## src/hw/rtl/assert_macros.svh

```systemverilog
`ifndef ASSERT_MACROS_SVH
`define ASSERT_MACROS_SVH

// Checks a condition at every clock edge outside reset.
`define ASSERT_ALWAYS(label, cond, msg) \
    label: assert property (@(posedge clk) disable iff (!rst_n) (cond)) else $error(msg);

// Checks that a consequent holds in the same cycle as its antecedent.
`define ASSERT_IMPLIES(label, ante, cons, msg) \
    label: assert property (@(posedge clk) disable iff (!rst_n) (ante) |-> (cons)) \
        else $error(msg);

// Checks that a consequent holds in the cycle after its antecedent.
`define ASSERT_NEXT(label, ante, cons, msg) \
    label: assert property (@(posedge clk) disable iff (!rst_n) (ante) |=> (cons)) \
        else $error(msg);

`endif

```

## src/hw/rtl/psct_pkg.sv

```systemverilog
`timescale 1ns / 1ps

package psct_pkg;

    localparam int unsigned ADDR_W = 24;
    localparam int unsigned LEN_W  = 13;

    localparam logic [1:0] CFG_PAGE_SIZE_LOG2  = 2'd0;
    localparam logic [1:0] CFG_MAX_CHUNK_BYTES = 2'd1;
    localparam logic [1:0] CFG_INTERFACE_MODE  = 2'd2;

    localparam logic KIND_START  = 1'b0;
    localparam logic KIND_FINISH = 1'b1;

    localparam logic RESULT_CHUNK = 1'b0;
    localparam logic RESULT_DONE  = 1'b1;

    localparam logic [1:0] MODE_SPI       = 2'd0;
    localparam logic [1:0] MODE_QUAD_DATA = 2'd1;
    localparam logic [1:0] MODE_QPI       = 2'd2;

    localparam logic [7:0] OP_READ_FAST  = 8'h0B;
    localparam logic [7:0] OP_READ_QUAD  = 8'hEB;
    localparam logic [7:0] OP_WRITE      = 8'h02;
    localparam logic [7:0] OP_WRITE_QUAD = 8'h38;

    localparam logic [1:0] DUMMY_NONE      = 2'd0;
    localparam logic [1:0] DUMMY_SPI       = 2'd1;
    localparam logic [1:0] DUMMY_QUAD_DATA = 2'd3;
    localparam logic [1:0] DUMMY_QPI       = 2'd2;

    localparam logic [3:0]       PAGE_LOG2_MIN   = 4'd4;
    localparam logic [3:0]       PAGE_LOG2_MAX   = 4'd12;
    localparam logic [3:0]       PAGE_LOG2_RESET = 4'd10;
    localparam logic [LEN_W-1:0] CHUNK_MIN       = 13'd4;
    localparam logic [LEN_W-1:0] CHUNK_MAX       = 13'd4096;
    localparam logic [LEN_W-1:0] CHUNK_RESET     = 13'd1024;

    typedef struct packed {
        logic [3:0]       page_size_log2;
        logic [LEN_W-1:0] max_chunk_bytes;
        logic [1:0]       interface_mode;
    } cfg_t;

endpackage

```

## src/hw/rtl/psct_if.sv

```systemverilog
`timescale 1ns / 1ps

interface psct_req_if;
    logic                        valid;
    logic                        ready;
    logic                        kind;
    logic                        is_write;
    logic [psct_pkg::ADDR_W-1:0] start_address;
    logic [psct_pkg::ADDR_W-1:0] length;

    modport source (output valid, output kind, output is_write, output start_address,
                    output length, input ready);
    modport sink   (input valid, input kind, input is_write, input start_address,
                    input length, output ready);
endinterface

interface psct_rsp_if;
    logic                        valid;
    logic                        ready;
    logic                        result_kind;
    logic [7:0]                  opcode;
    logic [1:0]                  line_mode;
    logic [1:0]                  dummy_count;
    logic [psct_pkg::ADDR_W-1:0] chunk_address;
    logic [psct_pkg::LEN_W-1:0]  chunk_length;
    logic                        chunk_is_write;

    modport source (output valid, output result_kind, output opcode, output line_mode,
                    output dummy_count, output chunk_address, output chunk_length,
                    output chunk_is_write, input ready);
    modport sink   (input valid, input result_kind, input opcode, input line_mode,
                    input dummy_count, input chunk_address, input chunk_length,
                    input chunk_is_write, output ready);
endinterface

```

## src/hw/rtl/psct_chunk.sv

```systemverilog
`timescale 1ns / 1ps

module psct_chunk
(
    input  psct_pkg::cfg_t                cfg,
    input  logic [psct_pkg::ADDR_W-1:0]   address,
    input  logic [psct_pkg::ADDR_W-1:0]   bytes_left,
    output logic [psct_pkg::LEN_W-1:0]    chunk_length
);

    logic [3:0]                  page_log2;
    logic [psct_pkg::LEN_W-1:0]  limit;
    logic [psct_pkg::LEN_W-1:0]  page_bytes;
    logic [psct_pkg::LEN_W-1:0]  offset;
    logic [psct_pkg::LEN_W-1:0]  room;
    logic [psct_pkg::LEN_W-1:0]  capped;

    always_comb
    begin
        if (cfg.page_size_log2 < psct_pkg::PAGE_LOG2_MIN)
        begin
            page_log2 = psct_pkg::PAGE_LOG2_MIN;
        end
        else if (cfg.page_size_log2 > psct_pkg::PAGE_LOG2_MAX)
        begin
            page_log2 = psct_pkg::PAGE_LOG2_MAX;
        end
        else
        begin
            page_log2 = cfg.page_size_log2;
        end

        if (cfg.max_chunk_bytes < psct_pkg::CHUNK_MIN)
        begin
            limit = psct_pkg::CHUNK_MIN;
        end
        else if (cfg.max_chunk_bytes > psct_pkg::CHUNK_MAX)
        begin
            limit = psct_pkg::CHUNK_MAX;
        end
        else
        begin
            limit = cfg.max_chunk_bytes;
        end

        page_bytes = psct_pkg::LEN_W'(1) << page_log2;
        offset     = address[psct_pkg::LEN_W-1:0] & (page_bytes - psct_pkg::LEN_W'(1));
        room       = page_bytes - offset;
        capped     = (room > limit) ? limit : room;

        if (bytes_left < {{(psct_pkg::ADDR_W - psct_pkg::LEN_W){1'b0}}, capped})
        begin
            chunk_length = bytes_left[psct_pkg::LEN_W-1:0];
        end
        else
        begin
            chunk_length = capped;
        end
    end

endmodule

```

## src/hw/rtl/psram_chunked_transfer_sequencer.sv

```systemverilog
`timescale 1ns / 1ps
// Channel   Role    Payload
// req       sink    kind, is_write, start_address, length
// rsp       source  result_kind, opcode, line_mode, dummy_count, chunk_address,
//                   chunk_length, chunk_is_write
// One transfer on req per cycle unless rsp stalls; each that causes a result reaches rsp
// via the input and result registers; the rate is set by the single compute stage between them.
// Reset clears the transfer state and loads page 1024 bytes, chunk 1024, SPI mode.
// A stall on rsp holds the result register; req stays ready while it can drain.
// Transfers that cause no result leave without waiting for the result register.

`include "assert_macros.svh"

module psram_chunked_transfer_sequencer
(
    input  logic                          clk,
    input  logic                          rst_n,
    input  logic                          cfg_we,
    input  logic [1:0]                    cfg_index,
    input  logic [psct_pkg::LEN_W-1:0]    cfg_data,
    psct_req_if.sink                      req,
    psct_rsp_if.source                    rsp
);

    localparam int unsigned AW = psct_pkg::ADDR_W;
    localparam int unsigned LW = psct_pkg::LEN_W;

    psct_pkg::cfg_t cfg_reg;

    logic          s1_valid_reg;
    logic          s1_kind_reg;
    logic          s1_is_write_reg;
    logic [AW-1:0] s1_address_reg;
    logic [AW-1:0] s1_length_reg;

    logic          active_reg;
    logic          active_next;
    logic          writing_reg;
    logic          writing_next;
    logic [AW-1:0] next_address_reg;
    logic [AW-1:0] next_address_next;
    logic [AW-1:0] bytes_left_reg;
    logic [AW-1:0] bytes_left_next;
    logic [LW-1:0] last_len_reg;
    logic [LW-1:0] last_len_next;

    logic          out_valid_reg;
    logic          out_kind_reg;
    logic          out_kind_next;
    logic [7:0]    out_opcode_reg;
    logic [7:0]    out_opcode_next;
    logic [1:0]    out_mode_reg;
    logic [1:0]    out_mode_next;
    logic [1:0]    out_dummy_reg;
    logic [1:0]    out_dummy_next;
    logic [AW-1:0] out_address_reg;
    logic [LW-1:0] out_length_reg;
    logic [LW-1:0] out_length_next;
    logic          out_write_reg;

    logic          start_take;
    logic          finish_take;
    logic          emit;
    logic          s1_advance;
    logic          done;
    logic [AW-1:0] last_len_ext;
    logic [AW-1:0] sum_address;
    logic [AW-1:0] left_after;
    logic [AW-1:0] cur_address;
    logic [AW-1:0] cur_left;
    logic          cur_write;
    logic [1:0]    mode_eff;
    logic [LW-1:0] chunk_len;

    psct_chunk u_chunk
    (
        .cfg          (cfg_reg),
        .address      (cur_address),
        .bytes_left   (cur_left),
        .chunk_length (chunk_len)
    );

    always_ff @(posedge clk or negedge rst_n)
    begin
        if (!rst_n)
        begin
            cfg_reg.page_size_log2  <= psct_pkg::PAGE_LOG2_RESET;
            cfg_reg.max_chunk_bytes <= psct_pkg::CHUNK_RESET;
            cfg_reg.interface_mode  <= psct_pkg::MODE_SPI;
        end
        else if (cfg_we)
        begin
            case (cfg_index)
                psct_pkg::CFG_PAGE_SIZE_LOG2:  cfg_reg.page_size_log2  <= cfg_data[3:0];
                psct_pkg::CFG_MAX_CHUNK_BYTES: cfg_reg.max_chunk_bytes <= cfg_data;
                psct_pkg::CFG_INTERFACE_MODE:  cfg_reg.interface_mode  <= cfg_data[1:0];
                default:                       cfg_reg                 <= cfg_reg;
            endcase
        end
    end

    always_comb
    begin
        start_take   = s1_valid_reg && (s1_kind_reg == psct_pkg::KIND_START) && !active_reg;
        finish_take  = s1_valid_reg && (s1_kind_reg == psct_pkg::KIND_FINISH) && active_reg;
        emit         = start_take || finish_take;
        s1_advance   = s1_valid_reg && (!emit || !out_valid_reg || rsp.ready);

        last_len_ext = {{(AW - LW){1'b0}}, last_len_reg};
        sum_address  = next_address_reg + last_len_ext;
        left_after   = (bytes_left_reg >= last_len_ext) ? (bytes_left_reg - last_len_ext)
                                                        : '0;
        cur_address  = start_take ? s1_address_reg  : sum_address;
        cur_left     = start_take ? s1_length_reg   : left_after;
        cur_write    = start_take ? s1_is_write_reg : writing_reg;
        done         = (cur_left == '0);
        mode_eff     = (cfg_reg.interface_mode > psct_pkg::MODE_QPI) ? psct_pkg::MODE_QPI
                                                                     : cfg_reg.interface_mode;
    end

    always_comb
    begin
        active_next       = active_reg;
        writing_next      = writing_reg;
        next_address_next = next_address_reg;
        bytes_left_next   = bytes_left_reg;
        last_len_next     = last_len_reg;
        if (s1_advance && emit)
        begin
            active_next       = !done;
            writing_next      = cur_write;
            next_address_next = cur_address;
            bytes_left_next   = cur_left;
            last_len_next     = done ? last_len_reg : chunk_len;
        end
    end

    always_comb
    begin
        out_kind_next   = done ? psct_pkg::RESULT_DONE : psct_pkg::RESULT_CHUNK;
        out_opcode_next = 8'h00;
        out_mode_next   = psct_pkg::MODE_SPI;
        out_dummy_next  = psct_pkg::DUMMY_NONE;
        out_length_next = '0;
        if (!done)
        begin
            out_mode_next   = mode_eff;
            out_length_next = chunk_len;
            if (cur_write)
            begin
                out_opcode_next = (mode_eff == psct_pkg::MODE_QUAD_DATA) ?
                                  psct_pkg::OP_WRITE_QUAD : psct_pkg::OP_WRITE;
            end
            else
            begin
                case (mode_eff)
                    psct_pkg::MODE_SPI:
                    begin
                        out_opcode_next = psct_pkg::OP_READ_FAST;
                        out_dummy_next  = psct_pkg::DUMMY_SPI;
                    end
                    psct_pkg::MODE_QUAD_DATA:
                    begin
                        out_opcode_next = psct_pkg::OP_READ_QUAD;
                        out_dummy_next  = psct_pkg::DUMMY_QUAD_DATA;
                    end
                    default:
                    begin
                        out_opcode_next = psct_pkg::OP_READ_QUAD;
                        out_dummy_next  = psct_pkg::DUMMY_QPI;
                    end
                endcase
            end
        end
    end

    always_ff @(posedge clk or negedge rst_n)
    begin
        if (!rst_n)
        begin
            s1_valid_reg     <= 1'b0;
            out_valid_reg    <= 1'b0;
            active_reg       <= 1'b0;
            writing_reg      <= 1'b0;
            next_address_reg <= '0;
            bytes_left_reg   <= '0;
            last_len_reg     <= '0;
        end
        else
        begin
            if (req.ready)
            begin
                s1_valid_reg <= req.valid;
            end
            if (s1_advance && emit)
            begin
                out_valid_reg <= 1'b1;
            end
            else if (rsp.ready)
            begin
                out_valid_reg <= 1'b0;
            end
            active_reg       <= active_next;
            writing_reg      <= writing_next;
            next_address_reg <= next_address_next;
            bytes_left_reg   <= bytes_left_next;
            last_len_reg     <= last_len_next;
        end
    end

    always_ff @(posedge clk)
    begin
        if (req.valid && req.ready)
        begin
            s1_kind_reg     <= req.kind;
            s1_is_write_reg <= req.is_write;
            s1_address_reg  <= req.start_address;
            s1_length_reg   <= req.length;
        end
        if (s1_advance && emit)
        begin
            out_kind_reg    <= out_kind_next;
            out_opcode_reg  <= out_opcode_next;
            out_mode_reg    <= out_mode_next;
            out_dummy_reg   <= out_dummy_next;
            out_address_reg <= cur_address;
            out_length_reg  <= out_length_next;
            out_write_reg   <= cur_write;
        end
    end

    assign req.ready          = !s1_valid_reg || s1_advance;
    assign rsp.valid          = out_valid_reg;
    assign rsp.result_kind    = out_kind_reg;
    assign rsp.opcode         = out_opcode_reg;
    assign rsp.line_mode      = out_mode_reg;
    assign rsp.dummy_count    = out_dummy_reg;
    assign rsp.chunk_address  = out_address_reg;
    assign rsp.chunk_length   = out_length_reg;
    assign rsp.chunk_is_write = out_write_reg;

    `ASSERT_ALWAYS(active_has_bytes, !(active_reg && (bytes_left_reg == '0)), "active with no bytes left")
    `ASSERT_IMPLIES(chunk_within_left, active_reg, (last_len_reg != '0) && (last_len_ext <= bytes_left_reg), "chunk length out of range")
    `ASSERT_IMPLIES(chunk_nonzero, out_valid_reg && (out_kind_reg == psct_pkg::RESULT_CHUNK), out_length_reg != '0, "empty chunk command")
    `ASSERT_IMPLIES(done_is_clean, out_valid_reg && (out_kind_reg == psct_pkg::RESULT_DONE), (out_opcode_reg == 8'h00) && (out_length_reg == '0), "done result carries command data")
    `ASSERT_NEXT(start_goes_active, s1_advance && start_take && !done, active_reg, "started transfer not active")

endmodule
```

## src/flat_wrapper.sv

```systemverilog
// flat-port wrapper written by rule: the top's interface ports become plain ports
module psram_chunked_transfer_sequencer_flat 
  (clk, rst_n, cfg_we, cfg_index, cfg_data, req_valid, req_kind, req_is_write, req_start_address, req_length, req_ready, rsp_valid, rsp_result_kind, rsp_opcode, rsp_line_mode, rsp_dummy_count, rsp_chunk_address, rsp_chunk_length, rsp_chunk_is_write, rsp_ready);
  psct_req_if req_i ();
  psct_rsp_if rsp_i ();
  input  logic clk;
  input  logic rst_n;
  input  logic cfg_we;
  input  logic [1:0] cfg_index;
  input  logic [psct_pkg::LEN_W-1:0] cfg_data;
  input wire logic [$bits(req_i.valid)-1:0] req_valid;
  input wire logic [$bits(req_i.kind)-1:0] req_kind;
  input wire logic [$bits(req_i.is_write)-1:0] req_is_write;
  input wire logic [$bits(req_i.start_address)-1:0] req_start_address;
  input wire logic [$bits(req_i.length)-1:0] req_length;
  output wire logic [$bits(req_i.ready)-1:0] req_ready;
  output wire logic [$bits(rsp_i.valid)-1:0] rsp_valid;
  output wire logic [$bits(rsp_i.result_kind)-1:0] rsp_result_kind;
  output wire logic [$bits(rsp_i.opcode)-1:0] rsp_opcode;
  output wire logic [$bits(rsp_i.line_mode)-1:0] rsp_line_mode;
  output wire logic [$bits(rsp_i.dummy_count)-1:0] rsp_dummy_count;
  output wire logic [$bits(rsp_i.chunk_address)-1:0] rsp_chunk_address;
  output wire logic [$bits(rsp_i.chunk_length)-1:0] rsp_chunk_length;
  output wire logic [$bits(rsp_i.chunk_is_write)-1:0] rsp_chunk_is_write;
  input wire logic [$bits(rsp_i.ready)-1:0] rsp_ready;
  assign req_i.valid = req_valid;
  assign req_i.kind = req_kind;
  assign req_i.is_write = req_is_write;
  assign req_i.start_address = req_start_address;
  assign req_i.length = req_length;
  assign req_ready = req_i.ready;
  assign rsp_valid = rsp_i.valid;
  assign rsp_result_kind = rsp_i.result_kind;
  assign rsp_opcode = rsp_i.opcode;
  assign rsp_line_mode = rsp_i.line_mode;
  assign rsp_dummy_count = rsp_i.dummy_count;
  assign rsp_chunk_address = rsp_i.chunk_address;
  assign rsp_chunk_length = rsp_i.chunk_length;
  assign rsp_chunk_is_write = rsp_i.chunk_is_write;
  assign rsp_i.ready = rsp_ready;
  psram_chunked_transfer_sequencer u_core (.clk(clk), .rst_n(rst_n), .cfg_we(cfg_we), .cfg_index(cfg_index), .cfg_data(cfg_data), .req(req_i), .rsp(rsp_i));
endmodule
```

## config.mk

```make
export PLATFORM = sky130hd
export DESIGN_NAME = psram_chunked_transfer_sequencer_flat
export DESIGN_NICKNAME = d
export VERILOG_FILES = /design/src/hw/rtl/psct_pkg.sv /design/src/hw/rtl/psct_if.sv /design/src/hw/rtl/psct_chunk.sv /design/src/hw/rtl/psram_chunked_transfer_sequencer.sv /design/src/flat_wrapper.sv
export VERILOG_INCLUDE_DIRS = /design/src /design/src/hw/rtl
export SDC_FILE = /design/constraint.sdc
export NUM_CORES = 1
export LEC_CHECK = 0
export BUFFER_PORTS_ARGS = -buffer_cell sky130_fd_sc_hd__buf_2
export CAP_MARGIN = 5
export CORE_MARGIN = 2
export CORE_UTILIZATION = 60
export DETAILED_ROUTE_END_ITERATION = 12
export PLACE_DENSITY = 0.8
export SLEW_MARGIN = 20
export SYNTH_ARGS = -nofsm -noshare
export SYNTH_HDL_FRONTEND = slang
export SYNTH_SLANG_ARGS = --single-unit
```

## constraint.sdc

```tcl
create_clock -name clk -period 13.63 [get_ports clk]
set_input_delay 0.6815 -clock clk [delete_from_list [all_inputs] [get_ports clk]]
set_output_delay 0.6815 -clock clk [all_outputs]
set_load 0.01 [all_outputs]
```

==> results.cfg <==
[timing]
setup_tns_ps = 0
slew_violations = 0
setup_viol = 0
finClkSkew_ps = 9.32
worst_pin_slew_ps = 969
hold_viol = 0
slew_headroom = 0.352
min_period_ps = 8630
rsz0062_at_grt = false
period_share = 0.633
fmax_mhz = 116

[setup_path]
critPathKind = reg2reg
crit_required_ps = 13830
startpoint_type = flip-flop
max_stage_delay_ps = 700
critPathSlowestCell = nand3b_1
path_max_fanout = 19
end_kind = flip-flop
path_buf_inv = 1
path_delay_family = compound AO/OA/AOI/OAI gates
cp_common_cell = ha_1
cp_data_arrival_time_ps = 8820

[clocking]
postCtsSetupBuffers = 0
cts_hold_buf = 0
ctsRootBufferMaster = clkbuf_16
numClockSinks = 183
cts_tree = built
cts_buffer_depth = 2
htreeDepth = 4
insertion_delay_ps = 440
clk_pin_slew_ps = 70
ctsResizeCount = 0
cts_buffers = 17

[synth]
synth-seq-cells = 183
yosys.area.top_type = edfxtp_1
synth-warning-count = 0
seq_area_frac_synth = 0.481
synthCells = 1050
syn_avg_cell_area_um2 = 10.1
ys.flop_type = edfxtp_1
yosysUniqueCellTypes = 77
synth.area.top_cells = edfxtp_1 28%, dfrtp_1 19%, ha_1 6.8%
async_flop_share = 0.459
synth_top_cell_area_share = 0.281
synth_area_um2 = 10600
synth-edff-count = 99

[place]
globalplace.congestion = 0.935
io_buffers = 121
hpwl_um = 19500

[min_path]
hold_class = in2async

[global_route]
grt_max_degree = 79
grt_pass1_vias = 8209
grt_pass1_wl_um = 42900
gr-total-overflow = 0
antenna_found_initial = 0
grt_usage = 0.300

[final_layout]
most-common-layout-cells = 126 x nand2_1, 120 x buf_2, 99 x edfxtp_1, 81 x dfrtp_1, 78 x nor2_1
layout-drive-gt1-share = 0.179
multi_input_area_um2 = 5130
seq_area_um2 = 5080
areaGrowthSynthToFinish_pct = 13.2
n_fill_cell = 1306
antenna_cells = 0
final_common_cell = nand2_1
layout.nets = 1292

[die]
dieArea_um2 = 18700
rows = 48
start_util = 0.613
core_area_um2 = 17200
die_x_um = 137
ioPinCount = 123
die_height_um = 137

[detailed_routing]
ant_nets = 0
drt-wirelength-per-cell_um = 19.5
viasPerCell = 6.14
dr.first_iter.drc_count = 861
vias = 8597
wl_um = 27300
dr.pass1.iters = 6
drc = 0

[run_status]
status = complete, no violations

[run]
maxCapViolCount = 0
Yosys cell counts, drive strengths merged, types with 16 or more instances:
| master | instances |
|---|---|
| a21oi | 72 |
| and2 | 16 |
| clkbuf | 25 |
| dfrtp | 81 |
| edfxtp | 99 |
| ha | 57 |
| inv | 51 |
| mux2 | 31 |
| mux2i | 21 |
| nand2 | 127 |
| nand3 | 23 |
| nor2 | 79 |
| nor3 | 19 |
| o211ai | 16 |
| o21ai | 78 |
| xnor2 | 25 |
| xor2 | 18 |
metal layers:
layer | up-vias | routed length (um) | share of wire | track usage
li1 | 4049 | - | - | -
met1 | 4102 | 11400 | 0.42 | 0.407
met2 | 387 | 13100 | 0.48 | 0.490
met3 | 59 | 2090 | 0.077 | 0.0570
met4 | 0 | 683 | 0.025 | 0.0938
met5 | - | 0 | 0 | 0
layout make-up:
class                      instances  area share
clock buffer                      19      0.0362
tap                              225      0.0235
multi-input combinational        779       0.429
clock inverter                    13      0.0141
sequential                       183       0.425
inverter                          54      0.0174
timing repair buffer             127      0.0546
stage by stage:
stage | util | instance area, um^2 | hold slack [ps] | cells | worst slack, ps
after floorplan | - | 10600 | 386 | 1055 | 6430
after global placement | 0.659 | 11400 | 461 | 1368 | 5480
after detailed placement | 0.659 | 11400 | 471 | 1368 | 5300
after CTS | 0.694 | 12000 | 251 | 1400 | 5140
after global routing | 0.694 | 12000 | 264 | 1400 | 4290
final | 0.694 | 12000 | 231 | 1400 | 5000
worst register-to-register path: cells and delay by family, from the launching register on:
kind / cells / cell delay [ps]
compound gates: 14 / 3280
xor+xnor: 2 / 260
fa+ha+maj: 5 / 1550
buf+inv: 1 / 310
flops: 1 / 410
mux: 2 / 320
simple gates: 9 / 2290
final timing paths:
path / start / cells past startpoint / slack (ps) / to
setup reg to reg: u_core.last_len_reg[0] / 33 / 5000 / u_core.rsp.chunk_length[7]
hold / removal: rst_n / 1 / 230 / u_core.bytes_left_reg[14]
min in group clk: req_length[17] / 1 / 410 / u_core.s1_length_reg[17]
hold reg to reg: u_core.next_address_reg[11] / 2 / 490 / u_core.next_address_reg[11]
setup / recovery: u_core.last_len_reg[0] / 33 / 5000 / u_core.rsp.chunk_length[7]
max in group asynchronous: rst_n / 2 / 12330 / u_core.cfg_reg[8]
cells by family after synthesis:
group,share of synthesized area
AO/OA/AOI/OAI,0.159
AND/OR/NAND/NOR,0.160
flip-flops,0.481
multiplexers,0.0551
buffers and inverters,0.0358
XOR/XNOR,0.0357
other,0.000711
adder cells (fa/ha/maj),0.0732
Power is not shown: default switching activity piles up to over one toggle a cycle in this logic, so the estimate is an artifact.
